File: src/design/jps_ram.sv
// Generic single-port-write, single-port-read RAM with registered read data.
// No dependencies.
module jps_ram #(
  parameter int Width = 8,
  parameter int Depth = 16
) (
  input  logic                     clk_i,
  input  logic                     we_i,
  input  logic [$clog2(Depth)-1:0] waddr_i,
  input  logic [Width-1:0]         wdata_i,
  input  logic [$clog2(Depth)-1:0] raddr_i,
  output logic [Width-1:0]         rdata_o
);

  logic [Width-1:0] mem_q [Depth];
  logic [Width-1:0] rdata_q;

  always_ff @(posedge clk_i) begin
    if (we_i) begin
      mem_q[waddr_i] <= wdata_i;
    end
    rdata_q <= mem_q[raddr_i];
  end

  assign rdata_o = rdata_q;

endmodule

File: config.mk
export PLATFORM = sky130hd
export DESIGN_NAME = jps_ram
export DESIGN_NICKNAME = d
export VERILOG_FILES = /design/src/design/jps_ram.sv
export SDC_FILE = /design/constraint.sdc
export NUM_CORES = 1
export LEC_CHECK = 0
export ABC_CLOCK_PERIOD_IN_PS = 3300
export BUFFER_PORTS_ARGS = -buffer_cell sky130_fd_sc_hd__buf_4
export CORE_ASPECT_RATIO = 0.8
export CORE_MARGIN = 5
export CORE_UTILIZATION = 50
export DETAILED_ROUTE_END_ITERATION = 10
export PLACE_DENSITY = 0.74
export SYNTH_ARGS = -nofsm -noshare
export SYNTH_HDL_FRONTEND = slang
export SYNTH_SLANG_ARGS = --single-unit
File: constraint.sdc
create_clock -name clk_i -period 3.3 [get_ports clk_i]
set_input_delay 0.495 -clock clk_i [delete_from_list [all_inputs] [get_ports clk_i]]
set_output_delay 0.495 -clock clk_i [all_outputs]
set_load 0.02 [all_outputs]
Word level (Yosys, flattened, before mapping)
Memories as Yosys holds them, arrays and structs flattened. A register that Yosys moved wholly into a read port is not among the register bits. Index checks and enable logic that the tools add are counted.

Muxes and demuxes: 2.

Operators by type and width (number): two-way mux 1 bit (2).

Output and inout bits: 8. Register bits after elaboration: 0. Input port bits: 18. Memories kept: 1. RAM bits: 128. Logic and storage cells: 3.

Memories: mem_q (words 16, bits a word 8, rd ports 1, clocked after memory_dff 1, write ports 1, line 15) `logic [Width-1:0] mem_q [Depth];`.

Depth between registers and ports, before layout
Depth after elaboration: 2. Gate-level depth with buffers: 5. Gate-level depth less buffers: 3.

Worst setup path before layout
No wires, ideal clock.

Path kind: input-to-reg. Start: input port waddr_i[2]. End: memory mem_q[0][0] (enable). Path buffers: 0. Cell stages on the path: 2. Library setup time: 0.383 ns. Data arrival time: 1.605 ns. Setup slack: 1.312 ns. Required time: 2.917 ns. Path through: or3b_2 -> nor3_1.

RTL lines: start, declared (line 9) `input logic [$clog2(Depth)-1:0] waddr_i,`; end, declared (line 15).

No word-level cell before the write port.

Worst setup path in the final report
Start: input port waddr_i[2]. End: memory mem_q[3][3] (enable).

No word-level cell before the write port.

==> impl_metrics.env <==
export IMPL_run_status="complete, no violations"
export IMPL_synth_cell_type_count=19
export IMPL_grt_max_degree=33
export IMPL_clock_root_buffer="clkbuf_16"
export IMPL_cp_buffers_inverters=1
export IMPL_skew_ns=0.0102
export IMPL_worst_hold_startpoint="wdata_i[4]"
export IMPL_routed_via_density=5.74
export IMPL_start_kind="input pin"
export IMPL_synth_flop_cell="edfxtp_1"
export IMPL_antenna_found_initial=0
export IMPL_hold_depth=1
export IMPL_whs_ns=0.407
export IMPL_synth_edf_count=128
export IMPL_grt_pass1_vias=2519
export IMPL_max_stage_delay_ns=0.68
export IMPL_tns_ns=0
export IMPL_leakage_nw=2.00
export IMPL_cp_arrival_ns=1.82
export IMPL_reg2reg_from="mem_q[2][0]"
export IMPL_synthCells=229
export IMPL_power_switching_mw=0.801
export IMPL_path_max_fanout=8
export IMPL_cts_tree="done"
export IMPL_tightest_slew_ns=0.974
export IMPL_path_clk_slew_ns=0.06
export IMPL_grt_pass1_wl_um=15100
export IMPL_place_congestion=0.763
export IMPL_design_area_um2=6020
export IMPL_syn_num_nets=247
export IMPL_end_kind="register"
export IMPL_clock_latency_ns=0.41
export IMPL_cp_slowest_cell="nor2_1"
export IMPL_track_usage_pct=17.6
export IMPL_yosys_area_top_type="edfxtp_1"
export IMPL_placed_area_um2=5450
export IMPL_setup_viol=0
export IMPL_ir_worst_vdd_mv=0.320
export IMPL_h_tree_depth=4
export IMPL_ant_nets=0
export IMPL_areaGrowthSynthToFinish_pct=16.9
export IMPL_synth_top_area_share_pct=74.7
export IMPL_grt_overflow=0
export IMPL_hp_class="in -> reg"
export IMPL_hold_viol_final=0
export IMPL_ys_ff_latch=136
export IMPL_fin_crit_sh_pct=53.9
export IMPL_ctsResizeCount=0
export IMPL_layout_drive_gt1_share_pct=27.6
export IMPL_synth_area_leaders="edfxtp_1, mux4_2, mux4_1"
export IMPL_post_dp_hpwl_um=6150
export IMPL_fmax_mhz=562
export IMPL_cp_required_ns=3.33
export IMPL_regToRegSetupSlack_ns=1.90
export IMPL_grt_setup_unrepaired="false"
export IMPL_power_density_nw_per_um2=651
export IMPL_slew_headroom_pct=34.9
export IMPL_clkPwrFrac_pct=45.4
export IMPL_clock_sinks=136
export IMPL_cts_buffer_depth=2
export IMPL_avgSynthCellArea_um2=22.5
export IMPL_drcViolationCount=0
export IMPL_criticalPathCategory="in -> reg"
export IMPL_power_frac_seq_pct=49.6
export IMPL_fp_dieArea_um2=12400
export IMPL_cap_violations=0
export IMPL_async_reset_ff_share_pct=0
export IMPL_wl_um=9880
export IMPL_post_drt_wl_per_cell_um=23.6
export IMPL_die_width_um=123
export IMPL_postCtsSetupBuffers=0
export IMPL_drv_slew=0
export IMPL_core_region_area_um2=10200
export IMPL_swShare_pct=20.5
export IMPL_hold_end="mem_q[10][4]"
export IMPL_first_pass_iters=5
export IMPL_crit_family="simple AND/OR/NAND/NOR gates"
export IMPL_fill_cells=739
export IMPL_io_pins=26
export IMPL_syn_area_um2=5150
export IMPL_holdBufCountCts=0
export IMPL_nets=285
export IMPL_diodes=0
export IMPL_r2r_end="rdata_o[0]"
export IMPL_final_min_clock_period_ns=1.78
export IMPL_die_height_um=101
export IMPL_cts_buffers=17
export IMPL_place_port_buffers=25
export IMPL_synth_most_common_cell="edfxtp_1"
export IMPL_yosysSeqAreaShare_pct=77.8
export IMPL_fp_row_count=33
export IMPL_vias=2406
export IMPL_intPower_mw=3.12
export IMPL_synth_common_cells="edfxtp_1, mux4_2, a22oi_1, mux4_1, nor2_1"
export IMPL_ff2ff_path_depth=3
export IMPL_synth_warning_count=0
export IMPL_start_util_pct=50.7
export IMPL_first_iter_violations=336
export IMPL_pwr_share_comb_pct=5.0
export IMPL_crit_chain="buf_4, or3b_2, nor2_1"
## worst register-to-register path: cells and delay by family (launching register included)
family	cells	cell delay [ns]
flip-flops	1	0.37
AND/OR/NAND/NOR	1	0.08
AO/OA/AOI/OAI	1	0.30
multiplexers	1	0.53
## per-layer routing
metal,wire [um],part of all wire [%],track usage (%)
met1,4360,44,25.8
met2,4500,45,24.8
met3,947,9.6,5.89
met4,79,0.80,6.13
met5,0,0,0
## worst max path at each step
stage | slack (ns) | depth (start not counted) | from | to
2_1_floorplan | 1.31 | 2 | waddr_i[2] | mem_q[0][0]
3_3_place_gp | 1.08 | 4 | raddr_i[0] | rdata_o[2]
3_5_place_dp | 1.10 | 3 | waddr_i[2] | mem_q[3][1]
4_1_cts | 1.51 | 3 | waddr_i[2] | mem_q[3][7]
5_1_grt | 1.44 | 4 | raddr_i[0] | rdata_o[0]
6_report | 1.52 | 3 | waddr_i[2] | mem_q[3][3]
## state kept, by name, summed over array words and instances (netlist names)
signal	flops
mem_q	128
rdata_o	8
## logic make-up (layout without fill, tap and decap cells)
| kind of cell | Yosys count | in the layout | share of synthesized area [%] |
|---|---|---|---|
| AND/OR/NAND/NOR | 35 | 35 | 3.18 |
| multiplexers | 32 | 32 | 15.0 |
| AO/OA/AOI/OAI | 16 | 16 | 2.33 |
| buffers and inverters | 10 | 60 | 1.68 |
| flip-flops | 136 | 136 | 77.8 |
## cells in the final DEF (no fill, tap or decap), drive strengths merged
cell type	instances
a22oi	16
nor2b	1
bufinv	2
clkinvlp	5
nand2b	2
or3b	1
mux4	32
and2	1
nor3	4
nand3b	2
nor2	13
buf	29
clkinv	5
nand3	1
nand2	9
edfxtp	128
dfxtp	8
clkbuf	19
and2b	1
## layout make-up
class | instances | area (um2) | area share (%)
Clock buffer | 19 | 433 | 7.19
Clock inverter | 12 | 130 | 2.16
Timing Repair Buffer | 29 | 218 | 3.62
Multi-Input combinational cell | 83 | 1060 | 17.6
Sequential cell | 136 | 4000 | 66.5
Tap cell | 140 | 175 | 2.91
## power by group through the flow
| stage | clock network [mW] | logic (mW) | registers, mW |
|---|---|---|---|
| final | 1.78 | 0.195 | 1.95 |
| after global routing | 1.88 | 0.209 | 1.95 |
| after CTS | 1.80 | 0.198 | 1.95 |
| after detailed placement | 0 | 0.196 | 1.98 |
| after global placement | 0 | 0.192 | 1.98 |
| after floorplan | 0 | 0.0980 | 1.99 |
## metrics by stage
step	total power [mW]	setup WS (ns)	util (%)	std cells
2_1_floorplan	2.09	1.31	-	229
3_3_place_gp	2.17	1.08	53.7	388
3_5_place_dp	2.18	1.10	53.7	388
4_1_cts	3.94	1.51	59.2	419
5_1_grt	4.04	1.44	59.2	419
6_report	3.92	1.52	59.2	419
(Power assumes the default switching activity.)
