[src/design/jps_pkg.sv]
// Shared types and constants for the joint position smoother.
// Used by the smoother unit and the divider; depends on nothing.
package jps_pkg;

  localparam int NUM_POINTS = 26;
  localparam int MAX_WINDOW = 8;
  localparam int COORD_BITS = 16;
  localparam int NUM_COORDS = 3;

  localparam int PIDX_W   = 5;
  localparam int STATE_W  = 2;
  localparam int WEIGHT_W = 9;
  localparam int WIN_W    = 4;
  localparam int CFG_IDX_W = 2;

  localparam int PT_W   = $clog2(NUM_POINTS);
  localparam int SLOT_W = $clog2(MAX_WINDOW);
  localparam int FILL_W = $clog2(MAX_WINDOW + 1);
  localparam int SUM_W  = COORD_BITS + $clog2(MAX_WINDOW);

  localparam int HIST_W     = NUM_COORDS * COORD_BITS;
  localparam int HIST_DEPTH = NUM_POINTS * MAX_WINDOW;
  localparam int ADDR_W     = $clog2(HIST_DEPTH);

  localparam int ONE_Q8  = 256;
  localparam int HALF_Q8 = 128;
  localparam int FRAC_Q8 = 8;

  localparam logic [STATE_W-1:0] STATE_TRACKED = 2'd2;

  typedef enum logic [1:0] {
    MODE_NONE = 2'd0,
    MODE_SMA  = 2'd1,
    MODE_WMA  = 2'd2
  } mode_e;

  typedef enum logic [CFG_IDX_W-1:0] {
    CFG_MODE   = 2'd0,
    CFG_WINDOW = 2'd1,
    CFG_WEIGHT = 2'd2
  } cfg_reg_e;

  typedef logic signed [COORD_BITS-1:0] coord_t;
  typedef logic signed [SUM_W-1:0]      sum_t;

endpackage

[src/design/jps_div.sv]
// Bit-serial signed divider, one quotient bit per cycle on three lanes.
// Quotient truncates toward zero. Depends on jps_pkg.
module jps_div import jps_pkg::*; (
  input  logic              clk_i,
  input  logic              rst_ni,
  input  logic              start_i,
  input  sum_t              sum_i [NUM_COORDS],
  input  logic [FILL_W-1:0] divisor_i,
  output logic              done_o,
  output coord_t            quot_o [NUM_COORDS]
);

  localparam int CNT_W = $clog2(SUM_W + 1);

  logic              busy_q;
  logic [CNT_W-1:0]  cnt_q;
  logic [FILL_W-1:0] div_q;
  logic [SUM_W-1:0]  mag_q [NUM_COORDS];
  logic [FILL_W-1:0] rem_q [NUM_COORDS];
  logic              neg_q [NUM_COORDS];

  logic [FILL_W:0]   rem_sh [NUM_COORDS];
  logic              ge     [NUM_COORDS];
  logic [FILL_W-1:0] rem_d  [NUM_COORDS];
  logic [SUM_W-1:0]  mag_d  [NUM_COORDS];
  logic [SUM_W-1:0]  quot_w [NUM_COORDS];

  always_comb begin
    for (int l = 0; l < NUM_COORDS; l++) begin
      rem_sh[l] = {rem_q[l], mag_q[l][SUM_W-1]};
      ge[l]     = rem_sh[l] >= {1'b0, div_q};
      rem_d[l]  = ge[l] ? FILL_W'(rem_sh[l] - {1'b0, div_q}) : FILL_W'(rem_sh[l]);
      mag_d[l]  = {mag_q[l][SUM_W-2:0], ge[l]};
      quot_w[l] = neg_q[l] ? (~mag_q[l] + SUM_W'(1)) : mag_q[l];
      quot_o[l] = coord_t'(quot_w[l][COORD_BITS-1:0]);
    end
  end

  assign done_o = busy_q && (cnt_q == '0);

  always_ff @(posedge clk_i or negedge rst_ni) begin
    if (!rst_ni) begin
      busy_q <= 1'b0;
      cnt_q  <= '0;
    end else if (start_i) begin
      busy_q <= 1'b1;
      cnt_q  <= CNT_W'(SUM_W);
    end else if (busy_q) begin
      if (cnt_q == '0) begin
        busy_q <= 1'b0;
      end else begin
        cnt_q <= cnt_q - CNT_W'(1);
      end
    end
  end

  always_ff @(posedge clk_i) begin
    if (start_i) begin
      div_q <= divisor_i;
      for (int l = 0; l < NUM_COORDS; l++) begin
        neg_q[l] <= sum_i[l][SUM_W-1];
        mag_q[l] <= sum_i[l][SUM_W-1] ? (~sum_i[l] + SUM_W'(1)) : sum_i[l];
        rem_q[l] <= '0;
      end
    end else if (busy_q && (cnt_q != '0)) begin
      for (int l = 0; l < NUM_COORDS; l++) begin
        mag_q[l] <= mag_d[l];
        rem_q[l] <= rem_d[l];
      end
    end
  end

endmodule
[config.mk]
export PLATFORM = sky130hd
export DESIGN_NAME = jps_div
export DESIGN_NICKNAME = d
export VERILOG_FILES = /design/src/design/jps_pkg.sv /design/src/design/jps_div.sv
export SDC_FILE = /design/constraint.sdc
export NUM_CORES = 1
export LEC_CHECK = 0
export ABC_AREA = 1
export ABC_CLOCK_PERIOD_IN_PS = 3280
export BUFFER_PORTS_ARGS = -buffer_cell sky130_fd_sc_hd__buf_2
export CAP_MARGIN = 20
export CORE_UTILIZATION = 43
export DETAILED_ROUTE_END_ITERATION = 8
export PLACE_DENSITY = 0.64
export SLEW_MARGIN = 5
export SYNTH_ARGS = -nofsm -noshare
export SYNTH_HDL_FRONTEND = slang
export SYNTH_SLANG_ARGS = --single-unit
[constraint.sdc]
create_clock -name clk_i -period 3.28 [get_ports clk_i]
set_input_delay 0 -clock clk_i [delete_from_list [all_inputs] [get_ports clk_i]]
set_output_delay 0 -clock clk_i [all_outputs]
set_load 0.01 [all_outputs]
# Word level (Yosys, flattened, before mapping)
# Memories as Yosys holds them, arrays and structs flattened.
# Cells that the tools add are included.
# W data, S select, Z words.
totals:
  register_bits: 10
  ram_bits: 72
  inputBits: 64
  mem_count: 3
mem_list:
  columns: ["memory", "depth", "width", "rd", "rd_ports_with_merged_regs", "wr", "line_no", "text"]
  rows:
  - ["mag_q", 3, 19, 3, 0, 3, "jps_div.sv:18", "logic [SUM_W-1:0] mag_q [NUM_COORDS];"]
  - ["rem_q", 3, 4, 3, 0, 3, "jps_div.sv:19", "logic [FILL_W-1:0] rem_q [NUM_COORDS];"]
  - ["neg_q", 3, 1, 3, 0, 3, "jps_div.sv:20", "logic neg_q [NUM_COORDS];"]
op_classes:
  add_sub_neg: 10
  order_cmp: 3
  n_eq_ne: 1
  muxes: 26
  n_bitwise: 12
  n_reduce_logical: 6
ops:
  columns: ["cell", "count"]
  rows:
  - ["$mux W19", 6]
  - ["$add A19 B2 Y19 const B", 3]
  - ["$not A19 Y19", 3]
  - ["$add A16 B1 Y16 const B", 3]
  - ["$mux W16", 3]
  - ["$not A16 Y16", 3]
  - ["$mux W4", 6]
  - ["$ge A5 B4 Y1", 3]
  - ["$mux W5", 3]
  - ["$sub A4 B4 Y4", 3]
  - ["$mux W1", 8]
  - ["$or A1 B1 Y1", 6]
  - ["$logic_not A5 Y1", 1]
  - ["$reduce_bool A5 Y1", 1]
  - ["$sub A5 B1 Y5 const B", 1]
  - ["$logic_and A1 B1 Y1", 2]
  - ["$ne A2 B2 Y1 const B", 1]
  - ["$reduce_and A2 Y1", 1]
  - ["$reduce_bool A2 Y1", 1]

# Depth between registers and ports, before layout
# Gate-level depths: netlist of run 1.
logic_depth:
  word_depth: 6
  mapped_depth: 10
  mapped_depth_nobuf: 10

# Worst setup path after synthesis of run 1
# OpenSTA, ideal clock, no wires.
synth_timing:
  path_type: "reg2reg"
  startpoint: "register cnt_q[0]"
  endpoint: "memory mag_q[0][0] (netlist name), enable pin"
  setup_time_ps: 740
  arrival_time_ps: 2029
  slack_ps: 511
  stages_incl_launch_ff: 6
  n_path_buf: 0
  synth_period_minus_slack_ps: 2769
  path_cell_list: "dfrtp_1 > inv_1 > ha_1 > nand3_2 > nand2_1 > nand2_1"
synth_rtl:
  columns: ["element", "line_no", "text"]
  rows:
  - ["start: declaration", "jps_div.sv:16", "logic [CNT_W-1:0] cnt_q;"]
  - ["start signal: assignment", "jps_div.sv:47", "cnt_q <= CNT_W'(SUM_W);"]
  - ["start signal: assignment", "jps_div.sv:52", "cnt_q <= cnt_q - CNT_W'(1);"]
  - ["end: declaration", "jps_div.sv:18", null]

==> impl_metrics.ini, run 1 <==
[placement]
dp.cells = 1174
post_dp_cell_area_um2 = 7140
io_buffers = 112
routabilityCongestion = 0.846
dpl.hpwl_um = 11400
dp_slack_ns = 1.21

[global_route]
grt_pass1_vias = 5315
antenna_found_initial = 0
grt_pass1_wl_um = 25000
grt_max_degree = 73
grt-ovfl-total = 0
grt_usage_pct = 19.9

[clock_tree]
cts.clk_slew.worst_paths_ns = 0.06
numCtsBuffers = 9
cts_sinks = 82
cts_tree = yes
cts_max_level = 3
clock_path_buffers = 2
post_cts_buffers = 0
cts_root_buffer = clkbuf_16
clk_latency_ns = 0.34

[yosys]
synth.avg_cell_area_um2 = 7.18
synth_warnings = 0
async_flop_share_pct = 7.32
synth_cell_types = 37
synth.ff_latch_count = 82
synth-edff-count = 76
ys_seq_area_share_pct = 37.4
synthesis.area_um2 = 6500
synthFlopType = edfxtp_1
syn_nets = 992
syn_inst = 906

[cells_and_area]
antenna_cells = 0
fillers = 1449
post-route-util_pct = 51.1
syn_to_final_growth_pct = 15.1
final_area_um2 = 7480
fin_nets = 1092
drive_above_1_share_pct = 15.4
final_cells = 1195

[timing]
layout_worst_path_cycle_share_pct = 62.6
fmax_ghz = 0.487
fin_ws_ns = 1.23
rsz0062_at_grt = false
tightest_slew_ns = 0.976
slew-limit-headroom_pct = 34.9
tns_ns = 0
drv_slew = 0
setup_violations = 0
holdWs_ns = 0.0191
fin_worst_skew_ns = 0.00987
hold_violations = 0
finalCriticalPeriod_ns = 2.05

[pwr]
p_per_area_nw_per_um2 = 569
peakVddDrop_mv = 0.316
p_total_mw = 4.26
p_leak_nw = 3.74

[status]
outcome = complete, but fails checks
failed_checks = design-rule violations

[setup_path]
required_ns = 3.47
worstSetupStartpointType = register
critPathArrivalTime_ns = 2.24
worst_r2r_path_depth = 8
crit_type = register to register
cp_max_fo = 54
worst_setup_path_end_kind = register

[floorplan]
die_w_um = 125
core_um2 = 14600
die-area_um2 = 15600
ioPinCount = 113
initial_utilization_pct = 44.4
row_count = 44
die_y_um = 125

[hold_path]
hold_class = input port to async pin

[routing]
first_pass_iters = 7
vias = 5931
drtAntennaViolNets = 0
viasPerCell = 4.96
drtIter0Drc = 360
drc = 17
wl_per_cell_um = 12.6
drt-total-wl_um = 15100

[job]
cap_violations = 0
## cell usage after synthesis (2+ instances only)
master	count	area (um2)
nand2_1	274	1030
inv_1	123	462
nand3_1	106	531
nor2_1	79	297
edfxtp_1	76	2280
o21ai_0	58	290
xor2_1	33	289
ha_1	19	238
a21oi_1	13	65.1
buf_2	13	65.1
o21ai_2	13	114
nor3_1	12	60.1
xnor2_1	11	96.3
o21ai_1	8	40.0
clkbuf_1	7	26.3
o31ai_1	7	52.6
dfrtp_1	6	150
nand4_1	6	37.5
or2_2	6	37.5
a21oi_2	4	35.0
buf_4	4	30.0
buf_6	4	45.0
fa_1	3	60.1
nand3b_1	3	22.5
o211ai_1	3	22.5
o21a_1	3	22.5
o21bai_1	2	15.0
## routing by layer
layer,GRT usage (%),wire length (um),up-vias
met5,0,0,-
met4,6.89,221,0
met3,1.93,467,12
met2,32.7,7070,117
met1,27.4,7320,2654
li1,-,-,3148
## path summary, 6_finish.rpt
kind | start | end | slack (ns)
max reg2reg | cnt_q[0] | rem_q[0][0] | 1.23
min in group clk_i | sum_i[19] | mag_q[0][19] | 0.02
min reg2reg | cnt_q[1] | cnt_q[1] | 0.52
max in group asynchronous | rst_ni | cnt_q[2] | 3.10
max | cnt_q[0] | rem_q[0][0] | 1.23
min | rst_ni | cnt_q[0] | 0.02
## report_power, final
part           internal, mW  total (mW)  switching (mW)
Sequential             1.46        1.65           0.195
Combinational         0.619        1.59           0.971
Clock                 0.609        1.01           0.405
## placed cells by master, fill, tap and decap left out, types with 6 or more instances in the layout
master,n
nand3_1,106
dfrtp_1,6
clkbuf_16,9
ha_1,19
o21ai_2,13
edfxtp_1,76
nor2_1,79
o21ai_1,8
xor2_1,33
o21ai_0,58
or2_2,6
nand4_1,6
a21oi_1,13
nor3_1,12
inv_1,123
buf_2,112
nand2_1,273
xnor2_1,11
o31ai_1,7
## what timing repair did
action / in CTS / in global routing
hold buffers: 5 / 0
gates resized for setup: 0 / 0
hold endpoints to repair: 10 / 0
## cell type report
cell class | instances | area [um2] | share of cell area, %
well taps | 184 | 230 | 3.08
multi-input cells | 670 | 3430 | 45.8
flip-flops and latches | 82 | 2430 | 32.5
clock inverters | 3 | 40.0 | 0.535
repair buffers | 119 | 638 | 8.53
inverters | 124 | 465 | 6.22
clock buffers | 13 | 250 | 3.34
## flip-flops by register name, indices dropped and copies added, names as in the netlist
name / count
rem_q: 12
mag_q: 57
neg_q: 3
busy_q: 1
cnt_q: 5
div_q: 4
## logic make-up (layout without fill, tap and decap cells)
logic type,after synthesis,after routing,share of synthesized area [%]
flip-flops,82,82,37.4
AND/OR/NAND/NOR,493,493,32.0
buffers and inverters,154,259,10.0
adder cells (fa/ha/maj),22,22,4.58
XOR/XNOR,44,44,5.93
AO/OA/AOI/OAI,111,111,10.1
## worst max-delay path: stages (launching register included)
cell	delay, ns
dfrtp_1	0.32
inv_1	0.07
ha_1	0.23
nand3_2	0.12
nand3_4	0.27
inv_2	0.33
buf_12	0.29
o21ai_0	0.13
a21oi_1	0.12
Power figures use the tool's default switching activity.
==> inputs of run 2 (changes only) <==
ABC_CLOCK_PERIOD_IN_PS = 1700   (was 3280)
PLACE_DENSITY = 0.66   (was 0.64)
clock period = 1.7 ns   (was 3.28 ns; I/O delays follow)
==> impl_metrics.ini, run 2 (synthesis gave the netlist of run 1 again) <==
[status]
outcome = complete, but fails checks
failed_checks = design-rule violations, negative setup slack

[setup_path]
cp_max_fo = 5
r2r_setup_slack_ns = 0
worstSetupStartpointType = register
crit_path_start = mag_q[0][1]
worst_r2r_path_depth = 9
required_ns = 1.70
worst_setup_path_end_kind = primary output
rr_startpoint = div_q[2]
r2r-end = rem_q[0][10]
crit_type = register to primary output
critPathArrivalTime_ns = 1.82

[floorplan]
die_w_um = 125
die_y_um = 125
initial_utilization_pct = 44.4
ioPinCount = 113
die-area_um2 = 15600
core_um2 = 14600
row_count = 44

[placement]
dp.cells = 1193
routabilityCongestion = 0.822
dpl.hpwl_um = 11700
dp_slack_ns = -0.0824
post_dp_cell_area_um2 = 7340
io_buffers = 112

[cells_and_area]
final_area_um2 = 8490
largest_register_ffs = 57
antenna_cells = 0
multi_input_area_um2 = 3840
largest-register = mag_q
syn_to_final_growth_pct = 30.6
layout_commonest_cell = nand2_1
fillers = 1329
drive_above_1_share_pct = 27.2
seq_area_um2 = 2430
most-common-layout-cells = nand2_1, buf_2, inv_1, nand3_1, edfxtp_1
fin_nets = 1150
top_regs = mag_q x57, rem_q x12, cnt_q x5
final_cells = 1253

[global_route]
grt_pass1_wl_um = 26600
grt-ovfl-total = 0
grt_usage_pct = 21.1
grt_max_degree = 44
antenna_found_initial = 0
grt_pass1_vias = 5805

[timing]
drv_slew = 0
hold_violations = 0
slew-limit-headroom_pct = 73.7
layout_worst_path_cycle_share_pct = 107
tns_ns = -1.32
rsz0062_at_grt = true
setup_violations = 23
fin_worst_skew_ns = 0.00968
finalCriticalPeriod_ns = 1.82
fin_ws_ns = -0.119
tightest_slew_ns = 0.394
fmax_ghz = 0.550

[clock_tree]
cts_sinks = 82
cts.clk_slew.worst_paths_ns = 0.07
clock_path_buffers = 2
numCtsBuffers = 9
cts_max_level = 3
cts_tree = yes
cts_root_buffer = clkbuf_16
clk_latency_ns = 0.35

[pwr]
p_leak_nw = 4.11
p_total_mw = 9.68
power_frac_seq_pct = 32.5
p_int_mw = 6.12
p_per_area_nw_per_um2 = 1140
peakVddDrop_mv = 0.521
p_comb_share_pct = 44.4
switching_share_pct = 36.8
clockPowerShare_pct = 23.0
switchingPower_mw = 3.57

[routing]
drc = 18
viasPerCell = 5.01
drtAntennaViolNets = 0
first_pass_iters = 7
drtIter0Drc = 346
drt-total-wl_um = 17000
wl_per_cell_um = 13.5
vias = 6282

[job]
cap_violations = 0

[hold_path]
min_path_cells = 3
hold_class = input port to register
holdPathEnd = mag_q[0][19]
min_from = sum_i[19]
==> run 2: cell count changes in the layout (fill, tap and decap cells not counted), moves of 6 or more <==
cell / previous run / this run
ha_1: 19 / 8
buf_4: 1 / 47
inv_2: 1 / 17
inv_1: 123 / 107
nand2_1: 273 / 251
o21ai_0: 58 / 48
nand3_1: 106 / 100
ha_4: 0 / 10
o21ai_1: 8 / 15
nor2_1: 79 / 73
buf_12: 1 / 8
nand2_2: 0 / 19
==> run 2: what timing repair did <==
| item | in CTS | in global routing |
|---|---|---|
| setup endpoints to repair | 33 | 54 |
| pin swaps | 24 | 35 |
| buffers inserted | 18 | 19 |
| gates resized for setup | 41 | 67 |
| hold endpoints to repair | 10 | 0 |
| hold buffers | 6 | 0 |
| gates cloned | 0 | 1 |
==> run 2: area by class of cell <==
cell class	count	area share [%]
Clock buffer	9	2.65
Clock inverter	7	1.27
Inverter	124	5.48
Multi-Input combinational cell	670	45.2
Sequential cell	82	28.6
Tap cell	184	2.71
Timing Repair Buffer	177	14.0
==> run 2: stage by stage <==
step | utilization (%) | hold WS (ns)
CTS | 54.8 | 0.0211
floorplan | - | -0.296
finish | 58.0 | 0.0320
global route | 58.0 | 0.0508
detailed placement | 50.1 | -0.167
global placement | 50.1 | -0.163
==> run 2: power by group through the flow <==
stage	clock [mW]	combinational (mW)	sequential, mW
6_report	2.23	4.30	3.15
3_5_place_dp	0	3.30	3.19
4_1_cts	2.25	3.72	3.15
5_1_grt	2.32	4.78	3.22
3_3_place_gp	0	3.22	3.19
2_1_floorplan	0	2.32	3.06
==> run 2: worst max-delay path by stage <==
stage,slack (ns),cells after the start,to
after floorplan,0.03,8,rem_q[0][10]
after global placement,0.01,8,rem_q[0][4]
after detailed placement,-0.08,8,rem_q[0][4]
after CTS,-0.15,10,quot_o[44]
after global routing,-0.23,9,quot_o[30]
final,-0.12,10,quot_o[44]
==> run 2: critical path, cell delays in order (launching register included) <==
cell,delay [ns]
edfxtp_1,0.42
inv_2,0.11
ha_4,0.14
nand3_2,0.09
nor2_2,0.11
nand2_2,0.09
o21ai_4,0.20
nand2_1,0.08
nand2_1,0.06
nand2_1,0.04
buf_2,0.13
==> run 2: metal layers <==
metal | global-route usage [%] | vias to the layer above | part of all wire (%)
met3 | 3.38 | 15 | 3.7
met4 | 7.10 | 0 | 1.5
met5 | 0 | - | 0
li1 | - | 3261 | -
met1 | 26.9 | 2879 | 45
met2 | 36.3 | 127 | 50
==> inputs of run 3 (changes only) <==
ABC_AREA = 0   (was 1)
PLACE_DENSITY = 0.67   (was 0.66)
==> impl_metrics.ini, run 3 <==
[yosys]
synthTopCellsByArea = edfxtp_1, xnor2_1, xor2_1, o21ai_0, nand2_1
synth.avg_cell_area_um2 = 9.51
syn_inst = 606
synth-edff-count = 76
ys_seq_area_share_pct = 42.2
synth.most_common_cell = nand2_1
async_flop_share_pct = 7.32
synthesis.area_um2 = 5770
synth_warnings = 0
synthFlopType = edfxtp_1
synth_top_area_share_pct = 39.6
ys_top_cells_by_count = nand2_1, o21ai_0, edfxtp_1
yosysTopAreaCell = edfxtp_1
synth_cell_types = 44
syn_nets = 692
synth.ff_latch_count = 82

[timing]
fin_worst_skew_ns = 0.0102
fin_ws_ns = -0.666
setup_violations = 176
hold_violations = 0
holdWs_ns = 0.0250
finalCriticalPeriod_ns = 2.37
fmax_ghz = 0.423
rsz0062_at_grt = true
layout_worst_path_cycle_share_pct = 139
drv_slew = 0
slew-limit-headroom_pct = 65.9
tightest_slew_ns = 0.505
tns_ns = -62.78

[setup_path]
required_ns = 1.70
crit_type = register to primary output
worst_setup_path_end_kind = primary output
critPathArrivalTime_ns = 2.37
worstSetupStartpointType = register
crit_path_max_incr_delay_ns = 0.58
cp_max_fo = 3
path_cells = or4_4, nor2_4, buf_6, nand2_4, o31ai_4, xnor2_2, buf_2
slowest_stage = or4_4

[pwr]
p_per_area_nw_per_um2 = 945
p_leak_nw = 4.25
peakVddDrop_mv = 0.559
p_total_mw = 9.41

[floorplan]
die_y_um = 118
row_count = 41
die-area_um2 = 13900
die_w_um = 118
core_um2 = 12800
ioPinCount = 113
initial_utilization_pct = 45.0

[clock_tree]
cts_max_level = 3
cts_tree = yes
cts.clk_slew.worst_paths_ns = 0.07
clk_latency_ns = 0.34
cts_root_buffer = clkbuf_16
cts_sinks = 82
clock_path_buffers = 2
numCtsBuffers = 9

[routing]
vias = 6002
drt-total-wl_um = 20800
wl_per_cell_um = 19.7
first_pass_iters = 4
drtIter0Drc = 366
drtAntennaViolNets = 0
drc = 0
viasPerCell = 5.68

[global_route]
antenna_found_initial = 0
grt_usage_pct = 27.8
grt-ovfl-total = 0
grt_max_degree = 20
grt_pass1_vias = 5884
grt_pass1_wl_um = 30400

[cells_and_area]
most-common-layout-cells = buf_2, buf_4, edfxtp_1, xor2_1, o21ai_2
largest-register = mag_q
fin_nets = 965
fillers = 721
drive_above_1_share_pct = 57.5
syn_to_final_growth_pct = 72.7
layout_commonest_cell = buf_2
final_area_um2 = 9950
antenna_cells = 0
top_regs = mag_q x57, rem_q x12, cnt_q x5
largest_register_ffs = 57

[status]
outcome = complete, but fails checks
failed_checks = negative setup slack

[placement]
post_dp_cell_area_um2 = 7470
dp_slack_ns = -0.379
io_buffers = 112
dpl.hpwl_um = 10600
routabilityCongestion = 0.848

[job]
cap_violations = 0

[hold_path]
hold_class = input port to async pin
## run 3: changes by cell type after synthesis, moves of 15 or more
cell,before,now
xor2_1,33,48
nand2_1,274,87
nor2_1,79,23
or3_1,0,19
inv_1,123,28
xnor2_1,11,48
clkbuf_1,7,24
o21ai_0,58,79
o31ai_1,7,30
nand3_1,106,4
## run 3: power by group
part | total [mW] | switching [mW] | internal [mW]
logic | 4.48 | 2.33 | 2.15
registers | 3.00 | 0.322 | 2.68
clock network | 1.93 | 0.798 | 1.13
total | 9.41 | 3.45 | 5.96
## run 3: final timing paths
kind / from / endpoint / slack (ns) / cells past startpoint
max: mag_q[0][24] / quot_o[25] / -0.67 / 7
min: rst_ni / busy_q / 0.03 / 2
max reg2reg: cnt_q[0] / rem_q[0][5] / -0.57 / 8
min reg2reg: mag_q[0][17] / mag_q[0][18] / 0.53 / 2
max in group asynchronous: rst_ni / cnt_q[2] / 1.52 / 2
min in group clk_i: sum_i[33] / mag_q[0][33] / 0.07 / 3
## run 3: what timing repair did
| action | in CTS | in global routing |
|---|---|---|
| pin swaps | 70 | 54 |
| resized for setup | 228 | 124 |
| gates cloned | 24 | 2 |
| setup endpoints to repair | 177 | 179 |
| hold buffers | 5 | 0 |
| setup buffers | 36 | 26 |
| endpoints found under the hold margin | 10 | 0 |
## run 3: worst max-delay path, delay by kind of cell (launching register included)
family	cells	cell delay (ns)
buf+inv	2	0.32
simple gates	3	0.81
xor+xnor	1	0.18
compound gates	1	0.27
flops	1	0.43
## run 3: area by class of cell
| class | count | area [um2] | share of cell area [%] |
|---|---|---|---|
| clock buffers | 12 | 236 | 2.38 |
| clock inverters | 4 | 42.5 | 0.427 |
| inverters | 28 | 135 | 1.36 |
| multi-input cells | 469 | 4280 | 43.0 |
| flip-flops and latches | 82 | 2430 | 24.4 |
| well taps | 172 | 215 | 2.16 |
| repair buffers | 289 | 2610 | 26.2 |
## run 3: layer usage
| metal | track usage [%] | share of wire (%) | up-vias |
|---|---|---|---|
| li1 | - | - | 2759 |
| met1 | 32.2 | 38 | 2909 |
| met2 | 50.5 | 53 | 267 |
| met3 | 4.70 | 5.6 | 67 |
| met4 | 11.4 | 3.9 | 0 |
| met5 | 0 | 0 | - |
## run 3: kinds of logic (layout without fill, tap and decap cells)
kind of cell / count (synthesis) / in the layout / share of synthesized area, %
and+or+nand+nor: 200 / 201 / 17.5
AOI/OAI and AO/OA: 146 / 146 / 15.9
xor gates and xnor gates: 96 / 96 / 14.6
DFF: 82 / 82 / 42.2
buffers and inverters: 56 / 333 / 3.97
adders and majority gates: 22 / 22 / 5.17
muxes: 4 / 4 / 0.694
## run 3: stage by stage
| stage | instances | utilization, % |
|---|---|---|
| after floorplan | 606 | - |
| after global placement | 965 | 58.2 |
| after CTS | 1044 | 73.5 |
| after global routing | 1056 | 77.6 |
| final | 1056 | 77.6 |
| after detailed placement | 965 | 58.2 |
